==> config.mk <==
export PLATFORM = sky130hd
export DESIGN_NAME = setpoint_profile_interpolator_core
export DESIGN_NICKNAME = d
export VERILOG_FILES = /design/src/hdl/sipi_pkg.sv /design/src/hdl/setpoint_profile_interpolator_core.sv /design/src/hdl/sipi_front.sv /design/src/hdl/sipi_divider.sv /design/src/hdl/sipi_back.sv
export SDC_FILE = /design/constraint.sdc
export NUM_CORES = 2
export LEC_CHECK = 0
export BUFFER_PORTS_ARGS = -buffer_cell sky130_fd_sc_hd__buf_2
export CELL_PAD_IN_SITES_DETAIL_PLACEMENT = 0
export CELL_PAD_IN_SITES_GLOBAL_PLACEMENT = 1
export CORE_MARGIN = 4
export CORE_UTILIZATION = 40
export CTS_BUF_LIST = sky130_fd_sc_hd__clkbuf_8 sky130_fd_sc_hd__clkbuf_16
export CTS_CLUSTER_SIZE = 10
export DETAILED_ROUTE_END_ITERATION = 10
export GPL_ROUTABILITY_DRIVEN = 1
export GPL_TIMING_DRIVEN = 1
export PLACE_DENSITY = 0.7
export SETUP_SLACK_MARGIN = 0.15
export SLEW_MARGIN = 20
export SYNTH_ARGS = -nofsm -noshare
export SYNTH_HDL_FRONTEND = slang
export SYNTH_HIERARCHICAL = 1
export SYNTH_SLANG_ARGS = --single-unit
==> constraint.sdc <==
create_clock -name clk -period 19.5 [get_ports clk]
set_clock_uncertainty 0.15 [all_clocks]
set_input_delay 0.975 -clock clk [delete_from_list [all_inputs] [get_ports clk]]
set_output_delay 0.975 -clock clk [all_outputs]
set_load 0.005 [all_outputs]
==> src/hdl/sipi_pkg.sv <==
`default_nettype none

package sipi_pkg;

	// Table and arithmetic sizing
	localparam int MAX_POINTS    = 16;
	localparam int FRACTION_BITS = 30;
	localparam int IDX_W         = $clog2(MAX_POINTS);
	localparam int CNT_W         = $clog2(MAX_POINTS + 1);

	// Queue depths between and after the two halves
	localparam int CMDQ_DEPTH = 2;
	localparam int OUTQ_DEPTH = 2;

	// Configuration port
	localparam int CFG_IDX_W  = 2;
	localparam int CFG_DATA_W = 32;
	localparam logic [CFG_IDX_W-1:0] REG_START_TIME  = 2'd0;
	localparam logic [CFG_IDX_W-1:0] REG_POINT_COUNT = 2'd1;
	localparam logic [CFG_IDX_W-1:0] REG_DRIVING     = 2'd2;

	// Item mode codes
	localparam logic MODE_WRITE = 1'b0;
	localparam logic MODE_EVAL  = 1'b1;

	typedef struct packed {
		logic               mode;
		logic [3:0]         point_index;
		logic [31:0]        point_offset;
		logic signed [31:0] point_temp;
		logic [31:0]        now_time;
	} in_item_t;

	typedef struct packed {
		logic signed [31:0] setpoint;
		logic               past_end;
	} out_item_t;

	// Configuration as seen by the front end
	typedef struct packed {
		logic [31:0]      start_time;
		logic [CNT_W-1:0] count;
		logic             driving;
	} cfg_t;

	// Command from front to back: value is the point offset for a write,
	// the elapsed time for an evaluate
	typedef struct packed {
		logic               is_eval;
		logic [IDX_W-1:0]   idx;
		logic [31:0]        value;
		logic signed [31:0] temp;
		logic [CNT_W-1:0]   count;
	} cmd_t;

	typedef struct packed {
		logic        start;
		logic [31:0] num;
		logic [31:0] den;
	} div_req_t;

	typedef struct packed {
		logic                     done;
		logic [FRACTION_BITS-1:0] quo;
	} div_rsp_t;

endpackage

`default_nettype wire

==> src/hdl/setpoint_profile_interpolator_core.sv <==
// Channel   Direction  Handshake          Payload
// item      in         push / full        in_item_t (mode, point_index, offset, temp, now)
// result    out        pop / empty        out_item_t (setpoint, past_end)
// config    in         wr_en, wr_index    wr_data, 32 bits
//
// A point write goes from the command queue straight into the table. An evaluate
// reads and compares each table point scanned, then, when the elapsed time lies
// between two points, interpolates through the bit-serial divider and a split multiply.
// Reset clears control state only; table entries are undefined until written.
// A two-entry command queue and a two-entry result queue let input and output
// stall independently of the sequencer.
`default_nettype none

module setpoint_profile_interpolator_core (
	input  wire                                  clk,
	input  wire                                  arst_n,
	input  wire                                  push,
	output logic                                 full,
	input  sipi_pkg::in_item_t                   item,
	output logic                                 empty,
	input  wire                                  pop,
	output sipi_pkg::out_item_t                  result,
	input  wire                                  wr_en,
	input  wire [sipi_pkg::CFG_IDX_W-1:0]        wr_index,
	input  wire [sipi_pkg::CFG_DATA_W-1:0]       wr_data
);
	import sipi_pkg::*;

	logic [31:0] start_time_q;
	logic [4:0]  point_count_q;
	logic        driving_q;
	cfg_t        cfg;
	logic        cmd_valid;
	logic        cmd_pop;
	cmd_t        cmd;

	// Configuration registers
	always_ff @(posedge clk or negedge arst_n) begin
		if (!arst_n) begin
			start_time_q  <= '0;
			point_count_q <= '0;
			driving_q     <= 1'b0;
		end else if (wr_en) begin
			case (wr_index)
				REG_START_TIME:  start_time_q  <= wr_data[31:0];
				REG_POINT_COUNT: point_count_q <= wr_data[4:0];
				REG_DRIVING:     driving_q     <= wr_data[0];
				default: begin
				end
			endcase
		end
	end

	// Effective count saturates at the table size
	assign cfg.start_time = start_time_q;
	assign cfg.driving    = driving_q;
	assign cfg.count      = (int'(point_count_q) > MAX_POINTS) ? CNT_W'(MAX_POINTS)
		: CNT_W'(point_count_q);

	sipi_front u_front (
		.clk       (clk),
		.arst_n    (arst_n),
		.cfg       (cfg),
		.push      (push),
		.full      (full),
		.item      (item),
		.cmd_valid (cmd_valid),
		.cmd       (cmd),
		.cmd_pop   (cmd_pop)
	);

	sipi_back u_back (
		.clk       (clk),
		.arst_n    (arst_n),
		.cmd_valid (cmd_valid),
		.cmd       (cmd),
		.cmd_pop   (cmd_pop),
		.empty     (empty),
		.pop       (pop),
		.result    (result)
	);

endmodule

`default_nettype wire

==> src/hdl/sipi_front.sv <==
`default_nettype none

module sipi_front (
	input  wire                clk,
	input  wire                arst_n,
	input  sipi_pkg::cfg_t     cfg,
	input  wire                push,
	output logic               full,
	input  sipi_pkg::in_item_t item,
	output logic               cmd_valid,
	output sipi_pkg::cmd_t     cmd,
	input  wire                cmd_pop
);
	import sipi_pkg::*;

	localparam int AW = (CMDQ_DEPTH > 1) ? $clog2(CMDQ_DEPTH) : 1;

	cmd_t            q_mem [CMDQ_DEPTH];
	logic [AW-1:0]   wr_ptr_q, rd_ptr_q;
	logic [AW:0]     cnt_q;
	logic            keep;
	logic            enq;
	logic            deq;
	cmd_t            cmd_d;

	// Classify: drop writes beyond the table and evaluates that cannot give a result
	always_comb begin
		cmd_d.is_eval = item.mode;
		cmd_d.idx     = IDX_W'(item.point_index);
		cmd_d.temp    = item.point_temp;
		cmd_d.count   = cfg.count;
		if (item.mode == MODE_WRITE) begin
			cmd_d.value = item.point_offset;
			keep        = int'(item.point_index) < MAX_POINTS;
		end else begin
			cmd_d.value = item.now_time - cfg.start_time;
			keep        = cfg.driving && (cfg.count != '0) && (item.now_time != '0)
				&& (cfg.start_time <= item.now_time);
		end
	end

	assign full      = (cnt_q == (AW + 1)'(CMDQ_DEPTH));
	assign cmd_valid = (cnt_q != '0);
	assign cmd       = q_mem[rd_ptr_q];
	assign enq       = push && !full && keep;
	assign deq       = cmd_pop && cmd_valid;

	// Command queue storage
	always_ff @(posedge clk) begin
		if (enq) begin
			q_mem[wr_ptr_q] <= cmd_d;
		end
	end

	// Command queue pointers
	always_ff @(posedge clk or negedge arst_n) begin
		if (!arst_n) begin
			wr_ptr_q <= '0;
			rd_ptr_q <= '0;
			cnt_q    <= '0;
		end else begin
			if (enq) begin
				wr_ptr_q <= (wr_ptr_q == AW'(CMDQ_DEPTH - 1)) ? '0 : wr_ptr_q + 1'b1;
			end
			if (deq) begin
				rd_ptr_q <= (rd_ptr_q == AW'(CMDQ_DEPTH - 1)) ? '0 : rd_ptr_q + 1'b1;
			end
			case ({enq, deq})
				2'b10:   cnt_q <= cnt_q + 1'b1;
				2'b01:   cnt_q <= cnt_q - 1'b1;
				default: cnt_q <= cnt_q;
			endcase
		end
	end

endmodule

`default_nettype wire

==> src/hdl/sipi_divider.sv <==
`default_nettype none

module sipi_divider (
	input  wire                 clk,
	input  wire                 arst_n,
	input  sipi_pkg::div_req_t  req,
	output sipi_pkg::div_rsp_t  rsp
);
	import sipi_pkg::*;

	localparam int DCNT_W = $clog2(FRACTION_BITS + 1);

	logic [31:0]              rem_q;
	logic [31:0]              den_q;
	logic [FRACTION_BITS-1:0] quo_q;
	logic [DCNT_W-1:0]        cnt_q;
	logic                     busy_q;
	logic                     done_q;
	logic [32:0]              rem_sh;
	logic [32:0]              rem_sub;
	logic                     ge;

	// One restoring step per cycle; the dividend is below the divisor,
	// so the quotient has only fraction bits
	assign rem_sh  = {rem_q, 1'b0};
	assign rem_sub = rem_sh - {1'b0, den_q};
	assign ge      = (rem_sh >= {1'b0, den_q});

	assign rsp.done = done_q;
	assign rsp.quo  = quo_q;

	always_ff @(posedge clk) begin
		if (req.start) begin
			rem_q <= req.num;
			den_q <= req.den;
			quo_q <= '0;
		end else if (busy_q) begin
			rem_q <= ge ? rem_sub[31:0] : rem_sh[31:0];
			quo_q <= {quo_q[FRACTION_BITS-2:0], ge};
		end
	end

	always_ff @(posedge clk or negedge arst_n) begin
		if (!arst_n) begin
			busy_q <= 1'b0;
			done_q <= 1'b0;
			cnt_q  <= '0;
		end else begin
			done_q <= 1'b0;
			if (req.start) begin
				busy_q <= 1'b1;
				cnt_q  <= DCNT_W'(FRACTION_BITS);
			end else if (busy_q) begin
				cnt_q <= cnt_q - 1'b1;
				if (cnt_q == DCNT_W'(1)) begin
					busy_q <= 1'b0;
					done_q <= 1'b1;
				end
			end
		end
	end

endmodule

`default_nettype wire

==> src/hdl/sipi_back.sv <==
`default_nettype none

module sipi_back (
	input  wire                 clk,
	input  wire                 arst_n,
	input  wire                 cmd_valid,
	input  sipi_pkg::cmd_t      cmd,
	output logic                cmd_pop,
	output logic                empty,
	input  wire                 pop,
	output sipi_pkg::out_item_t result
);
	import sipi_pkg::*;

	localparam int AW        = (OUTQ_DEPTH > 1) ? $clog2(OUTQ_DEPTH) : 1;
	localparam int FRAC_LO_W = FRACTION_BITS / 2;
	localparam int FRAC_HI_W = FRACTION_BITS - FRAC_LO_W;
	localparam int PP_LO_W   = 34 + FRAC_LO_W;
	localparam int PP_HI_W   = 34 + FRAC_HI_W;
	localparam int ACC_W     = 34 + FRACTION_BITS;

	// Sequencer states
	localparam logic [3:0] S_IDLE   = 4'd0;
	localparam logic [3:0] S_READ   = 4'd1;
	localparam logic [3:0] S_CMP    = 4'd2;
	localparam logic [3:0] S_DIV    = 4'd3;
	localparam logic [3:0] S_MUL_LO = 4'd4;
	localparam logic [3:0] S_MUL_HI = 4'd5;
	localparam logic [3:0] S_ACC    = 4'd6;
	localparam logic [3:0] S_FIN    = 4'd7;
	localparam logic [3:0] S_OUT    = 4'd8;

	logic [3:0]               state_q;
	logic [IDX_W-1:0]         addr_q;
	logic [CNT_W-1:0]         n_q;
	logic [31:0]              elapsed_q;
	logic [31:0]              prev_off_q;
	logic signed [31:0]       prev_tmp_q;
	logic signed [32:0]       diff_q;
	logic [FRACTION_BITS-1:0] frac_q;
	logic signed [PP_LO_W-1:0] pp_lo_q;
	logic signed [PP_HI_W-1:0] pp_hi_q;
	logic signed [ACC_W-1:0]  acc_q;
	logic signed [31:0]       res_q;
	logic                     past_q;

	// Point table
	logic [31:0]              off_mem [MAX_POINTS];
	logic signed [31:0]       tmp_mem [MAX_POINTS];
	logic [31:0]              rd_off_q;
	logic signed [31:0]       rd_tmp_q;
	logic                     tbl_we;

	div_req_t                 div_req;
	div_rsp_t                 div_rsp;

	logic                     gt;
	logic                     at_first;
	logic                     at_last;
	logic signed [PP_LO_W-1:0] pp_lo_d;
	logic signed [PP_HI_W-1:0] pp_hi_d;
	logic signed [ACC_W-1:0]  acc_d;
	logic signed [ACC_W-1:0]  interp_d;

	// Result queue
	out_item_t                oq_mem [OUTQ_DEPTH];
	logic [AW-1:0]            oq_wr_q, oq_rd_q;
	logic [AW:0]              oq_cnt_q;
	logic                     oq_full;
	logic                     oq_push;
	logic                     oq_pop;

	assign cmd_pop = (state_q == S_IDLE) && cmd_valid;
	assign tbl_we  = cmd_pop && !cmd.is_eval;

	// Table write and registered read at the scan address
	always_ff @(posedge clk) begin
		if (tbl_we) begin
			off_mem[cmd.idx] <= cmd.value;
			tmp_mem[cmd.idx] <= cmd.temp;
		end
		rd_off_q <= off_mem[addr_q];
		rd_tmp_q <= tmp_mem[addr_q];
	end

	// Scan decisions
	assign gt       = (rd_off_q > elapsed_q);
	assign at_first = (addr_q == '0);
	assign at_last  = (CNT_W'(addr_q) == n_q - CNT_W'(1));

	// Segment fraction: (elapsed - lower) / (upper - lower)
	assign div_req.start = (state_q == S_CMP) && gt && !at_first;
	assign div_req.num   = elapsed_q - prev_off_q;
	assign div_req.den   = rd_off_q - prev_off_q;

	sipi_divider u_div (
		.clk    (clk),
		.arst_n (arst_n),
		.req    (div_req),
		.rsp    (div_rsp)
	);

	// Product of the temperature step and the fraction in two halves
	assign pp_lo_d  = diff_q * $signed({1'b0, frac_q[FRAC_LO_W-1:0]});
	assign pp_hi_d  = diff_q * $signed({1'b0, frac_q[FRACTION_BITS-1:FRAC_LO_W]});
	assign acc_d    = pp_lo_q + (pp_hi_q <<< FRAC_LO_W);
	assign interp_d = ACC_W'(prev_tmp_q) + (acc_q >>> FRACTION_BITS);

	// Datapath registers
	always_ff @(posedge clk) begin
		case (state_q)
			S_IDLE: begin
				addr_q    <= '0;
				n_q       <= cmd.count;
				elapsed_q <= cmd.value;
			end
			S_CMP: begin
				if (gt) begin
					diff_q <= 33'(rd_tmp_q) - 33'(prev_tmp_q);
				end else if (at_last) begin
					res_q  <= rd_tmp_q;
					past_q <= 1'b1;
				end else begin
					prev_off_q <= rd_off_q;
					prev_tmp_q <= rd_tmp_q;
					addr_q     <= addr_q + 1'b1;
				end
			end
			S_DIV: begin
				frac_q <= div_rsp.quo;
			end
			S_MUL_LO: begin
				pp_lo_q <= pp_lo_d;
			end
			S_MUL_HI: begin
				pp_hi_q <= pp_hi_d;
			end
			S_ACC: begin
				acc_q <= acc_d;
			end
			S_FIN: begin
				res_q  <= interp_d[31:0];
				past_q <= 1'b0;
			end
			default: begin
			end
		endcase
	end

	// Sequencer
	always_ff @(posedge clk or negedge arst_n) begin
		if (!arst_n) begin
			state_q <= S_IDLE;
		end else begin
			case (state_q)
				S_IDLE: begin
					if (cmd_valid && cmd.is_eval) begin
						state_q <= S_READ;
					end
				end
				S_READ: begin
					state_q <= S_CMP;
				end
				S_CMP: begin
					if (gt) begin
						state_q <= at_first ? S_IDLE : S_DIV;
					end else if (at_last) begin
						state_q <= S_OUT;
					end else begin
						state_q <= S_READ;
					end
				end
				S_DIV: begin
					if (div_rsp.done) begin
						state_q <= S_MUL_LO;
					end
				end
				S_MUL_LO: state_q <= S_MUL_HI;
				S_MUL_HI: state_q <= S_ACC;
				S_ACC:    state_q <= S_FIN;
				S_FIN:    state_q <= S_OUT;
				S_OUT: begin
					if (!oq_full) begin
						state_q <= S_IDLE;
					end
				end
				default: state_q <= S_IDLE;
			endcase
		end
	end

	// Result queue
	assign oq_full = (oq_cnt_q == (AW + 1)'(OUTQ_DEPTH));
	assign oq_push = (state_q == S_OUT) && !oq_full;
	assign oq_pop  = pop && !empty;
	assign empty   = (oq_cnt_q == '0);
	assign result  = oq_mem[oq_rd_q];

	always_ff @(posedge clk) begin
		if (oq_push) begin
			oq_mem[oq_wr_q] <= '{setpoint: res_q, past_end: past_q};
		end
	end

	always_ff @(posedge clk or negedge arst_n) begin
		if (!arst_n) begin
			oq_wr_q  <= '0;
			oq_rd_q  <= '0;
			oq_cnt_q <= '0;
		end else begin
			if (oq_push) begin
				oq_wr_q <= (oq_wr_q == AW'(OUTQ_DEPTH - 1)) ? '0 : oq_wr_q + 1'b1;
			end
			if (oq_pop) begin
				oq_rd_q <= (oq_rd_q == AW'(OUTQ_DEPTH - 1)) ? '0 : oq_rd_q + 1'b1;
			end
			case ({oq_push, oq_pop})
				2'b10:   oq_cnt_q <= oq_cnt_q + 1'b1;
				2'b01:   oq_cnt_q <= oq_cnt_q - 1'b1;
				default: oq_cnt_q <= oq_cnt_q;
			endcase
		end
	end

endmodule

`default_nettype wire

======== Word-level counts from Yosys, hierarchy flattened ========
Memories as Yosys holds them, arrays and structs flattened. A register that Yosys moved wholly into a read port is not among the register bits.
Index checks and enable logic that the tools add are counted.
word-level totals
  register bits after elaboration ......... 510
  RAM bits ................................ 1,238
  input bits .............................. 140
  output and inout bits ................... 35
  word-level logic and storage cells ...... 162
  memories ................................ 4
memories
  memory          words  bits a word  read ports  clocked after memory_dff  wr ports  line              RTL
  u_back.off_mem  16     32           1           1                         1         sipi_back.sv:48   logic [31:0] off_mem [MAX_POINTS];
  u_back.tmp_mem  16     32           1           1                         1         sipi_back.sv:49   logic signed [31:0] tmp_mem [MAX_POINTS];
  u_front.q_mem   2      74           1           0                         1         sipi_front.sv:18  cmd_t q_mem [CMDQ_DEPTH];
  u_back.oq_mem   2      33           1           0                         1         sipi_back.sv:66   out_item_t oq_mem [OUTQ_DEPTH];
cells by class
  add/sub/neg operators ................... 18
  $mul .................................... 2
  magnitude comparators ................... 4
  equal/unequal tests ..................... 24
  muxes and demuxes ....................... 42
  bitwise operators ....................... 2
  reductions and logical operators ........ 38
operators by type and width
  operator                                                             count
  32-bit 2-to-1 mux                                                    6
  32-bit subtractor                                                    4
  32-bit one-hot mux with 2 select lines                               1
  49-bit by 62-bit adder with 62-bit output                            1
  33-bit by 16-bit multiplier with 49-bit output                       1
  33-bit by 16-bit multiplier with 47-bit output                       1
  4-bit one-hot mux with 9 select lines                                1
  33-bit by 32-bit greater-or-equal comparator with 1-bit output       1
  32-bit by 32-bit subtractor with 33-bit output                       1
  32-bit adder                                                         1
  32-bit > comparator                                                  1
  32-bit less-or-equal comparator                                      1
  32-bit nonzero test                                                  1
  4-bit 2-to-1 mux                                                     7
  1-bit 2-to-1 mux                                                     19
  4-bit by 3-bit == test with 1-bit output (second input constant)     4
  5-bit 2-to-1 mux                                                     3
  1-bit logical AND                                                    13
  3-bit AND reduction                                                  4
  2-bit nonzero test                                                   6
  2-bit == test (second input constant)                                5
  2-bit != test (second input constant)                                5
  5-bit by 1-bit subtractor with 5-bit output (second input constant)  2
  4-bit by 2-bit == test with 1-bit output (second input constant)     2
  other kinds (21)                                                     39

======== Logic depth before layout (Yosys ltp) ========
  depth after elaboration ................. 10
  mapped depth ............................ 26
  depth with buffers taken out ............ 24

======== Hierarchy ========
The synthesis kept the hierarchy.
modules (own cells, without submodules)
  module                              instances  cells each  area each (sq um)  seq. area each (sq um)
  sipi_back                           1          7,127       94,877.2           43,641.9
  sipi_front                          1          647         8,060.2            4,544.4
  sipi_divider                        1          588         5,914.4            2,697.6
  setpoint_profile_interpolator_core  1          87          1,475.2            950.9

======== Worst setup path before layout ========
No wires, ideal clock.
  path kind ............................... register to register
  start point ............................. register u_back.state_q[1]
  end point ............................... memory u_back.off_mem[0][0], enable pin
  library setup time ...................... 0.565 ns
  data arrival time ....................... 9.696 ns
  data required time ...................... 18.785 ns
  setup slack ............................. 9.089 ns
  stages on the path, launching flop included .. 6
  path buffers ............................ 1
  clock period less this slack ............ 10.411 ns
  cell sequence ........................... dfrtp_1 > clkbuf_1 > nor4_1 > nand2_1 > or4_1 > nor3_1
on the way
  cells in the longest elaborated chain, start to end .. 5
RTL lines
  item                                    line              RTL
  start, declared                         sipi_back.sv:33   logic [3:0] state_q;
  start signal, assigned                  sipi_back.sv:166  state_q <= at_first ? S_IDLE : S_DIV;
  4-bit logical NOT                       sipi_back.sv:73   assign cmd_pop = (state_q == S_IDLE) && cmd_valid;
  1-bit logical AND                       sipi_back.sv:73
  1-bit logical AND                       sipi_back.sv:74   assign tbl_we = cmd_pop && !cmd.is_eval;
  1-bit 2-to-1 mux                        sipi_back.sv:78   if (tbl_we) begin
  1-bit 2-to-1 mux (implied by the code)  sipi_back.sv:79   off_mem[cmd.idx] <= cmd.value;
  end, declared                           sipi_back.sv:48
Every way passes these cells.

======== Worst setup path after layout ========
  start point ............................. register u_back.frac_q[20]
  end point ............................... register u_back.pp_hi_q[46], data pin
on the way
  cells in the longest elaborated chain, start to end .. 1
RTL lines
  item                                            line              RTL
  start, declared                                 sipi_back.sv:40   logic [FRACTION_BITS-1:0] frac_q;
  start signal, assigned                          sipi_back.sv:130  frac_q <= div_rsp.quo;
  33-bit by 16-bit multiplier with 47-bit output  sipi_back.sv:105  assign pp_hi_d = diff_q * $signed({1'b0, frac_q[FRACTION_BITS-1:FRAC_LO_W]});
  named net u_back.pp_hi_d[46]                    sipi_back.sv:61   logic signed [PP_HI_W-1:0] pp_hi_d;
  end signal, assigned                            sipi_back.sv:136  pp_hi_q <= pp_hi_d;
  end, declared                                   sipi_back.sv:42   logic signed [PP_HI_W-1:0] pp_hi_q;
The timed path passes the listed nets, and every way through them passes these cells.
A chain may end at the register's enable or synchronous reset.

==> flow_summary.ini <==
[run_status]
status = completed

[clocking]
cts.sinks = 1767
cts_made_buffers = 211
clock_latency_ns = 0.86
cts_setup_buffers = 0
clkSlewWorstSetupHoldPaths_ns = 0.06
cts_buffer_depth = 4
htree_levels = 4
cts_hold_buf = 0
ctsRootBufferMaster = clkbuf_16
tritoncts = yes
cts-resized-gates = 0

[yosys]
synth_seq_area_share_pct = 46.98
synth-edff-count = 1616
synthFlopType = edfxtp_1
synth_top_cell_by_area = edfxtp_1
avgSynthCellArea_sq_um = 13.06
synth_seq_cells = 1767
synth.area.top_cells = edfxtp_1 (44%), fa_1 (17%), mux4_2 (6.5%), ha_1 (5.6%), inv_1 (4.2%)
ys_warn_count = 6
netlist_area_sq_um = 110300
synth_async_sr_flop_share_pct = 3.226
syn_nets = 10010
synth_top_area_share_pct = 43.98
synth.distinct_cells = 112
syn-instance-count = 8449

[detailed_routing]
routedWlPerCell_microns = 22.17
dr.pass1.iters = 6
drcViolationCount = 0
vias = 66100
wl_mm = 276.0
first_iter_violations = 4984
routed_via_density = 5.310
ant_nets = 0

[floorplan]
core_sq_um = 274100
start_util_pct = 40.25
die_area_sq_um = 284300
die_h_microns = 533.2
dieWidth_microns = 533.2
num_rows = 192
io_pins = 175

[sta]
fmaxAchievable_mhz = 135.5
worst_slew_pin_slew_ns = 1.104
hold_viol = 0
rsz0062_at_grt = false
final.setup.tns_ns = 0
slew_viol_final = 0
fin_crit_ns = 7.382
maxSlewHeadroom_pct = 26.43
final-setup-viol-count = 0
fin_crit_sh_pct = 37.86

[setup_path]
worstRegToRegCells = 23
cp.required_ns = 19.91
r2r_end = u_back/pp_hi_q[46]$_DFFE_PP_
worstSetupStartpoint = u_back/frac_q[20]$_DFFE_PP_
rrSetupSlack_ns = 12.12
cp-start-kind = flop
worstPathArrival_ns = 7.80
worstSetupPathType = flop to flop
cp_max_fo = 21
r2r_start = u_back/frac_q[20]$_DFFE_PP_
critPathCapture = u_back/pp_hi_q[46]$_DFFE_PP_
end_kind = flop

[finish]
area_growth_pct = 10.48
nFillCells = 24720
final_net_count = 10180
drive_above_1_share_pct = 12.86

[grt]
grt_antenna_before_repair = 19
grt.total_usage_pct = 19.55
grt_first_pass_wirelength_mm = 429.3
grt_max_degree = 135
grt.overflow.total = 0
grt_pass1_vias = 71200

[placement]
place_congestion = 0.8450
place_hpwl_mm = 184.7
io_buffers = 174

[min_path]
min_path_type = input pin to asynchronous set/reset pin

[job]
drv_cap = 0
## per-layer routing
| layer | track usage (%) | wire (microns) | vias to the layer above |
|---|---|---|---|
| li1 | - | - | 29450 |
| met1 | 26.52 | 118000 | 34340 |
| met2 | 33.30 | 135500 | 1909 |
| met3 | 2.617 | 15700 | 404 |
| met4 | 4.896 | 6771 | 2 |
| met5 | 0 | 13 | - |
## Yosys cell counts (10+ instances only)
cell / instances
mux4_2: 320
nor2b_1: 47
or3_1: 13
and3_1: 33
xnor2_1: 197
o31ai_1: 25
a211oi_1: 24
nand3_1: 54
mux2i_1: 49
or2_2: 11
edfxtp_1: 1616
nand2b_1: 34
ha_1: 497
fa_1: 927
o2111ai_1: 11
dfxtp_1: 94
o21a_1: 71
a21o_1: 136
nand2_1: 820
inv_1: 1238
dfrtp_1: 57
a21oi_1: 274
nor2_1: 247
o211ai_1: 16
a221oi_1: 10
nand4_1: 50
a31oi_1: 29
mux2_2: 156
clkbuf_1: 306
xor2_1: 94
o21ai_0: 185
nor3_1: 60
o21ai_1: 22
o21bai_1: 30
nand3b_1: 11
nor4_1: 14
and2_1: 413
buf_1: 28
and4_1: 11
## worst max-delay path: stages (launching register included)
cell,delay [ns]
edfxtp_1,0.71
buf_4,0.37
and2_1,0.19
fa_1,0.41
inv_1,0.07
fa_1,0.43
fa_1,0.51
inv_1,0.05
fa_1,0.49
fa_1,0.49
inv_1,0.05
fa_1,0.47
inv_1,0.04
ha_1,0.33
a21oi_1,0.16
nor2_1,0.07
or3b_1,0.38
nand3b_1,0.25
a21oi_1,0.39
o21ai_1,0.17
a31oi_2,0.47
o41ai_1,0.17
a21oi_1,0.20
xnor2_1,0.09
## through the flow
stage | setup slack, ns | hold slack, ns | instance area [sq um] | utilization (%) | cells
2_1_floorplan | 9.089 | 0.2576 | 110300 | - | 8449
3_3_place_gp | 12.23 | 0.2689 | 115600 | 42.18 | 12080
3_5_place_dp | 12.21 | 0.2718 | 115800 | 42.23 | 12090
4_1_cts | 12.19 | 0.07894 | 121900 | 44.46 | 12440
5_1_grt | 11.73 | 0.1069 | 121900 | 44.46 | 12440
6_report | 12.12 | 0.1382 | 121900 | 44.47 | 12450
## logic make-up after synthesis
kind of cell / share of synthesized area (%)
simple gates: 8.079
flops: 46.98
buf+inv: 5.467
fa+ha+maj: 22.46
compound gates: 6.114
mux: 8.590
xor+xnor: 2.310
## worst min-delay path by stage
stage	start	endpoint	cells past startpoint
3_3_place_gp	u_back/u_div/quo_q[29]$_SDFFE_PP0P_	u_back/frac_q[29]$_DFFE_PP_	0
2_1_floorplan	u_back/u_div/quo_q[29]$_SDFFE_PP0P_	u_back/frac_q[29]$_DFFE_PP_	0
5_1_grt	item[53]	u_front/q_mem[1][26]$_DFFE_PP_	1
3_5_place_dp	u_back/u_div/quo_q[29]$_SDFFE_PP0P_	u_back/frac_q[29]$_DFFE_PP_	0
6_report	arst_n	point_count_q[2]$_DFFE_PN0P_	2
4_1_cts	item[44]	u_front/q_mem[1][17]$_DFFE_PP_	1
## placed cells by master, fill, tap and decap left out, types with 136 or more instances in the layout
cell type / instances
edfxtp_1: 1616
inv_1: 1344
fa_1: 927
nand2_1: 820
ha_1: 497
and2_1: 412
mux4_2: 320
a21oi_1: 274
nor2_1: 229
clkbuf_16: 213
xnor2_1: 197
o21ai_0: 185
buf_2: 174
mux2_2: 156
a21o_1: 136
## registers in the layout, indices dropped and copies added, names as in the netlist, 33 cells and up
signal	flops
u_back/diff_q	33
u_back/off_mem	512
u_back/oq_mem	66
u_back/pp_hi_q	47
u_back/pp_lo_q	34
u_back/tmp_mem	512
u_front/q_mem	148
## final cells by class
class	count	area (sq um)	area share, %
multi-input cells	5093	52660	43.20
flip-flops and latches	1767	51840	42.53
clock buffers	219	5413	4.440
inverters	1238	4647	3.812
well taps	3686	4612	3.784
repair buffers	307	2007	1.646
clock inverters	130	696.9	0.5717
diodes	9	22.52	0.01848
Power is not shown: default switching activity piles up to over one toggle a cycle in this logic, so the estimate is an artifact.
